`src/rtl/sedge_pkg.sv`:
```
// Shared types and constants for the silhouette edge extractor.
// Used by the channel interfaces, the dot-product unit, the top level and the checker.
// No dependencies.
package sedge_pkg;

    // Field widths of the channels.
    localparam int CMD_W    = 2;
    localparam int VERTEX_W = 16;
    localparam int NORM_W   = 16;
    localparam int POS_W    = 24;
    localparam int INDEX_W  = 10;
    localparam int COUNT_W  = 11;
    localparam int REG_W    = 2;

    // Arithmetic widths of the facing test.
    localparam int DIFF_W = POS_W + 1;
    localparam int PROD_W = NORM_W + DIFF_W;
    localparam int ACC_W  = PROD_W + 2;

    // Item commands.
    localparam logic [CMD_W-1:0] CMD_TRI   = 2'd0;
    localparam logic [CMD_W-1:0] CMD_READ  = 2'd1;
    localparam logic [CMD_W-1:0] CMD_CLEAR = 2'd2;

    // Configuration register indexes.
    localparam logic [REG_W-1:0] REG_POSITIONAL = 2'd0;
    localparam logic [REG_W-1:0] REG_LIGHT_X    = 2'd1;
    localparam logic [REG_W-1:0] REG_LIGHT_Y    = 2'd2;
    localparam logic [REG_W-1:0] REG_LIGHT_Z    = 2'd3;

    // Reset value of the light z component (-1.0).
    localparam logic [POS_W-1:0] LIGHT_Z_RESET = 24'hFFFF00;

    // Three-component vectors, component x at index 0.
    typedef logic [2:0][NORM_W-1:0] norm3_t;
    typedef logic [2:0][POS_W-1:0]  pos3_t;

    // Status reported by the dot-product unit.
    typedef struct packed {
        logic done;
        logic facing;
    } dot_stat_t;

endpackage

```
`src/rtl/sedge_dot.sv`:
```
// Sequential facing test: one signed multiply per cycle over the three components.
// Depends on sedge_pkg for widths and the status struct.
module sedge_dot (
    input  logic                 clk,
    input  logic                 rst_n,
    input  logic                 start,
    input  logic                 positional,
    input  sedge_pkg::norm3_t    normal,
    input  sedge_pkg::pos3_t     center,
    input  sedge_pkg::pos3_t     light,
    output sedge_pkg::dot_stat_t stat
);

    logic [1:0]                          phase_reg;
    logic                                busy_reg;
    logic signed [sedge_pkg::PROD_W-1:0] prod_reg;
    logic signed [sedge_pkg::ACC_W-1:0]  acc_reg;
    sedge_pkg::dot_stat_t                stat_reg;

    logic signed [sedge_pkg::NORM_W-1:0] n_sel;
    logic signed [sedge_pkg::POS_W-1:0]  c_sel;
    logic signed [sedge_pkg::POS_W-1:0]  l_sel;
    logic signed [sedge_pkg::DIFF_W-1:0] d_sel;
    logic signed [sedge_pkg::PROD_W-1:0] prod;
    logic signed [sedge_pkg::ACC_W-1:0]  acc_sum;

    // Pick the component of this phase and form its light term.
    always_comb
    begin
        case (phase_reg)
            2'd0:
            begin
                n_sel = $signed(normal[0]);
                c_sel = $signed(center[0]);
                l_sel = $signed(light[0]);
            end
            2'd1:
            begin
                n_sel = $signed(normal[1]);
                c_sel = $signed(center[1]);
                l_sel = $signed(light[1]);
            end
            default:
            begin
                n_sel = $signed(normal[2]);
                c_sel = $signed(center[2]);
                l_sel = $signed(light[2]);
            end
        endcase
        if (positional)
            d_sel = sedge_pkg::DIFF_W'(c_sel) - sedge_pkg::DIFF_W'(l_sel);
        else
            d_sel = sedge_pkg::DIFF_W'(l_sel);
        prod    = n_sel * d_sel;
        acc_sum = acc_reg + sedge_pkg::ACC_W'(prod_reg);
    end

    // Phase counter and completion status.
    always_ff @(posedge clk or negedge rst_n)
    begin
        if (!rst_n)
        begin
            phase_reg <= 2'd0;
            busy_reg  <= 1'b0;
            stat_reg  <= '0;
        end
        else
        begin
            stat_reg.done <= 1'b0;
            if (start)
            begin
                busy_reg  <= 1'b1;
                phase_reg <= 2'd0;
            end
            else if (busy_reg)
            begin
                phase_reg <= phase_reg + 2'd1;
                if (phase_reg == 2'd3)
                begin
                    busy_reg        <= 1'b0;
                    stat_reg.done   <= 1'b1;
                    stat_reg.facing <= ~acc_sum[sedge_pkg::ACC_W-1];
                end
            end
        end
    end

    // Product register and accumulator; the accumulator adds the registered product of the multiply.
    always_ff @(posedge clk)
    begin
        if (start)
            acc_reg <= '0;
        else if (busy_reg)
        begin
            if (phase_reg != 2'd3)
                prod_reg <= prod;
            if (phase_reg != 2'd0)
                acc_reg <= acc_sum;
        end
    end

    assign stat = stat_reg;

endmodule

```
`config.mk`:
```
export PLATFORM = sky130hd
export DESIGN_NAME = sedge_dot
export DESIGN_NICKNAME = d
export VERILOG_FILES = /design/src/rtl/sedge_pkg.sv /design/src/rtl/sedge_dot.sv
export SDC_FILE = /design/constraint.sdc
export NUM_CORES = 1
export LEC_CHECK = 0
export BUFFER_PORTS_ARGS = -buffer_cell sky130_fd_sc_hd__buf_2
export CELL_PAD_IN_SITES_DETAIL_PLACEMENT = 0
export CELL_PAD_IN_SITES_GLOBAL_PLACEMENT = 1
export CORE_ASPECT_RATIO = 0.75
export CORE_UTILIZATION = 51
export DETAILED_ROUTE_END_ITERATION = 8
export PLACE_DENSITY_LB_ADDON = 0.12
export SLEW_MARGIN = 40
export SYNTH_ARGS = -nofsm -noshare
export SYNTH_HDL_FRONTEND = slang
export SYNTH_SLANG_ARGS = --single-unit
```
`constraint.sdc`:
```
create_clock -name clk -period 30.2 [get_ports clk]
set_input_delay 3.02 -clock clk [delete_from_list [all_inputs] [get_ports clk]]
set_output_delay 3.02 -clock clk [all_outputs]
set_load 0.005 [all_outputs]
```
==> summary.md <==
| Metric | Value |
|---|---|
| FF+latch count, synth | `89` |
| Final GP Congestion | `1.00` |
| Total of max-cap violations | `0` |
| Vias | `18700` |
| Crit-path slowest cell | `a21oi_1` |
| Final max-slew violation count | `0` |
| Post-CTS resize count | `0` |
| Overflow left after global routing | `0` |
| Root buf cell | `clkbuf_16` |
| Initial antenna violation count | `1` |
| CTS tree | `done` |
| Die footprint | `43800 µm²` |
| Starting Density | `52.0%` |
| Finished Layout Cells | `3314` |
| First-pass GRT wire length | `103 mm` |
| Diodes inserted | `0` |
| Mapped Nets | `3373` |
| Clock transition at path regs | `70 ps` |
| First-pass DRT Iterations | `5` |
| P&R area growth vs syn | `8.87%` |
| FFs w/ async S/R, synth | `5.62%` |
| Die H | `182 µm` |
| Post-layout util | `56.6%` |
| Clk sinks | `89` |
| Final ANT Viol Nets | `0` |
| Unrepaired setup endpoints after global routing | `no` |
| Fmax | `0.0794 GHz` |
| Min-delay worst type | `reg -> reg` |
| Avg Vias per Cell | `5.64` |
| Max_slew headroom | `38.8%` |
| CP required | `30310 ps` |
| DP HPWL | `52.8 mm` |
| Starting DRT DRC Count | `1382` |
| Status | `completed` |
| CP Class | `in -> reg` |
| CP Capture Type | `flip-flop` |
| Critical path launch point type | `primary input` |
| Worst-Margin Slew | `919 ps` |
| Mapped Cells | `2618` |
| Period utilization | `41.7%` |
| Vias in the first global route | `19300` |
| Max stage delay on crit path | `590 ps` |
| Synthesis Warnings | `0` |
| # DRC | `0` |
| DP Cell Count | `3298` |
| Number of synthesized flops with an enable pin | `41` |
| Synth unique cells | `70` |
| Area fraction of the dominant cell type after synthesis | `35.6%` |
| Worst-Skew Late Latency | `360 ps` |
| # port buffers | `197` |
| Aggregate global-route resource usage | `30.6%` |
| Hold buffer count at CTS | `0` |
| Largest cells by area after synthesis | `fa_1 36%, ha_1 9.6%, inv_1 8.3%, nand2_1 6.2%, edfxtp_1 5.6%` |
| Mean Syn Cell Area | `8.38 µm²` |
| Row count | `65` |
| NumNets Final | `3495` |
| Maximum fanout along the worst path | `9` |
| Post-CTS Setup Inserts | `0` |
| Largest net degree at the start of global routing | `78` |
| Die width | `241 µm` |
| CTS buffer count | `9` |
| Largest register FFs | `43` |
| Data arrival time of the critical path | `12710 ps` |
| CP dominant cell by count | `fa_1` |
| Post-Syn Area | `21900 µm²` |
| CTS max path bufs | `2` |
| Hold Fails Final Rpt | `0` |
| Synth Flop Type | `dfxtp_1` |
| Routed length per instance | `19.2 µm` |
| CTS HTree Levels | `3` |
| Final TNS setup | `0 ps` |
| Yosys top cell by area | `fa_1` |
| Clock skew | `8.88 ps` |
| # IOs | `198` |
| Share of cells above drive strength 1 | `10.1%` |
| WL final | `63.5 mm` |
| Setup violations, final | `0` |
| Crit path time final | `12590 ps` |
| Sequential share of the synthesized area | `10.1%` |
| Core ar. | `42200 µm²` |
[layer usage]
| layer | wire [µm] | up-vias | global-route usage, % | part of all wire (%) |
|---|---|---|---|---|
| met2 | 28900 | 638 | 48.2 | 45 |
| met3 | 5140 | 99 | 5.78 | 8.1 |
| met5 | 0 | - | 0 | 0 |
| met1 | 28100 | 9388 | 43.5 | 44 |
| met4 | 1390 | 0 | 6.96 | 2.2 |
| li1 | - | 8582 | - | - |
[final timing paths]
kind                              start           end  slack (ps)  depth (start not counted)
max in group asynchronous         rst_n      busy_reg       27600                          1
setup / recovery             center[24]  prod_reg[38]       17610                         35
hold reg to reg             acc_reg[27]   acc_reg[27]         460                          2
setup reg to reg           phase_reg[1]  prod_reg[38]       18770                         37
min in group asynchronous         rst_n       stat[1]        2460                          1
hold / removal              acc_reg[27]   acc_reg[27]         460                          2
[cells in the mapped netlist, types with 3 or more instances]
cell type,number
nand3b_1,4
nand4_1,9
edfxtp_1,41
a21oi_1,163
or4_1,4
nand2b_1,24
and2_1,34
xor2_1,28
o21bai_1,11
clkbuf_1,94
dfrtp_1,5
o21ai_1,22
o221ai_1,3
or2_1,3
a211o_1,4
o2111ai_1,4
buf_2,3
a31oi_1,19
mux2_2,3
a22o_1,40
fa_1,390
a221oi_1,5
inv_1,485
dfxtp_1,43
nand3_1,38
a21o_1,90
or3_1,9
xnor2_1,66
nor2_1,212
o211ai_1,8
nor3_1,28
ha_1,169
nor2b_1,20
buf_1,14
a311o_1,3
o31ai_1,8
o21a_1,17
mux2i_1,6
a211oi_1,13
o21ai_0,38
nand2_1,363
a22oi_1,25
and3_1,11
nor3b_1,3
[layout make-up]
| type | count | area, µm² |
|---|---|---|
| clock buffers | 12 | 256 |
| fillers | 3887 | 18300 |
| flip-flops and latches | 89 | 2220 |
| well taps | 569 | 712 |
| multi-input cells | 1932 | 17600 |
| clock inverters | 4 | 50.0 |
| inverters | 485 | 1820 |
| repair buffers | 223 | 1220 |
[critical path, delay by kind of cell]
family | cells | cell delay, ps
AO/OA/AOI/OAI | 15 | 4380
AND/OR/NAND/NOR | 4 | 650
buffers and inverters | 5 | 300
adder cells (fa/ha/maj) | 9 | 4010
XOR/XNOR | 2 | 330
[kinds of logic after synthesis]
family,synth area share (%)
compound gates,15.0
simple gates,15.2
xor+xnor,3.75
mux,0.479
fa+ha+maj,45.2
buf+inv,10.3
flops,10.1
[placed cells by master, fill, tap and decap left out, drive strengths merged, types with 8 or more instances in the layout]
master / instances
and2: 34
a211oi: 15
o21ai: 60
inv: 486
and3: 11
a22oi: 25
a21o: 90
buf: 223
dfxtp: 43
nand2: 363
o21bai: 11
o31ai: 8
a31oi: 19
clkbuf: 12
nor2: 213
fa: 390
a22o: 40
nor3: 28
o211ai: 8
nand2b: 24
a21oi: 164
or3: 9
xor2: 28
nand4: 9
nor2b: 20
ha: 169
o21a: 17
xnor2: 66
edfxtp: 41
nand3: 38
[through the flow]
stage / instance area (µm²) / setup slack (ps) / hold WS [ps]
2_1_floorplan: 21900 / 18800 / 436
3_3_place_gp: 23400 / 17370 / 442
3_5_place_dp: 23500 / 17240 / 454
4_1_cts: 23900 / 17590 / 464
5_1_grt: 23900 / 17090 / 480
6_report: 23900 / 17610 / 459
Power is left out: the tool's default activity adds up to more than one toggle a clock period on the data nets, which glitch-free logic cannot reach.
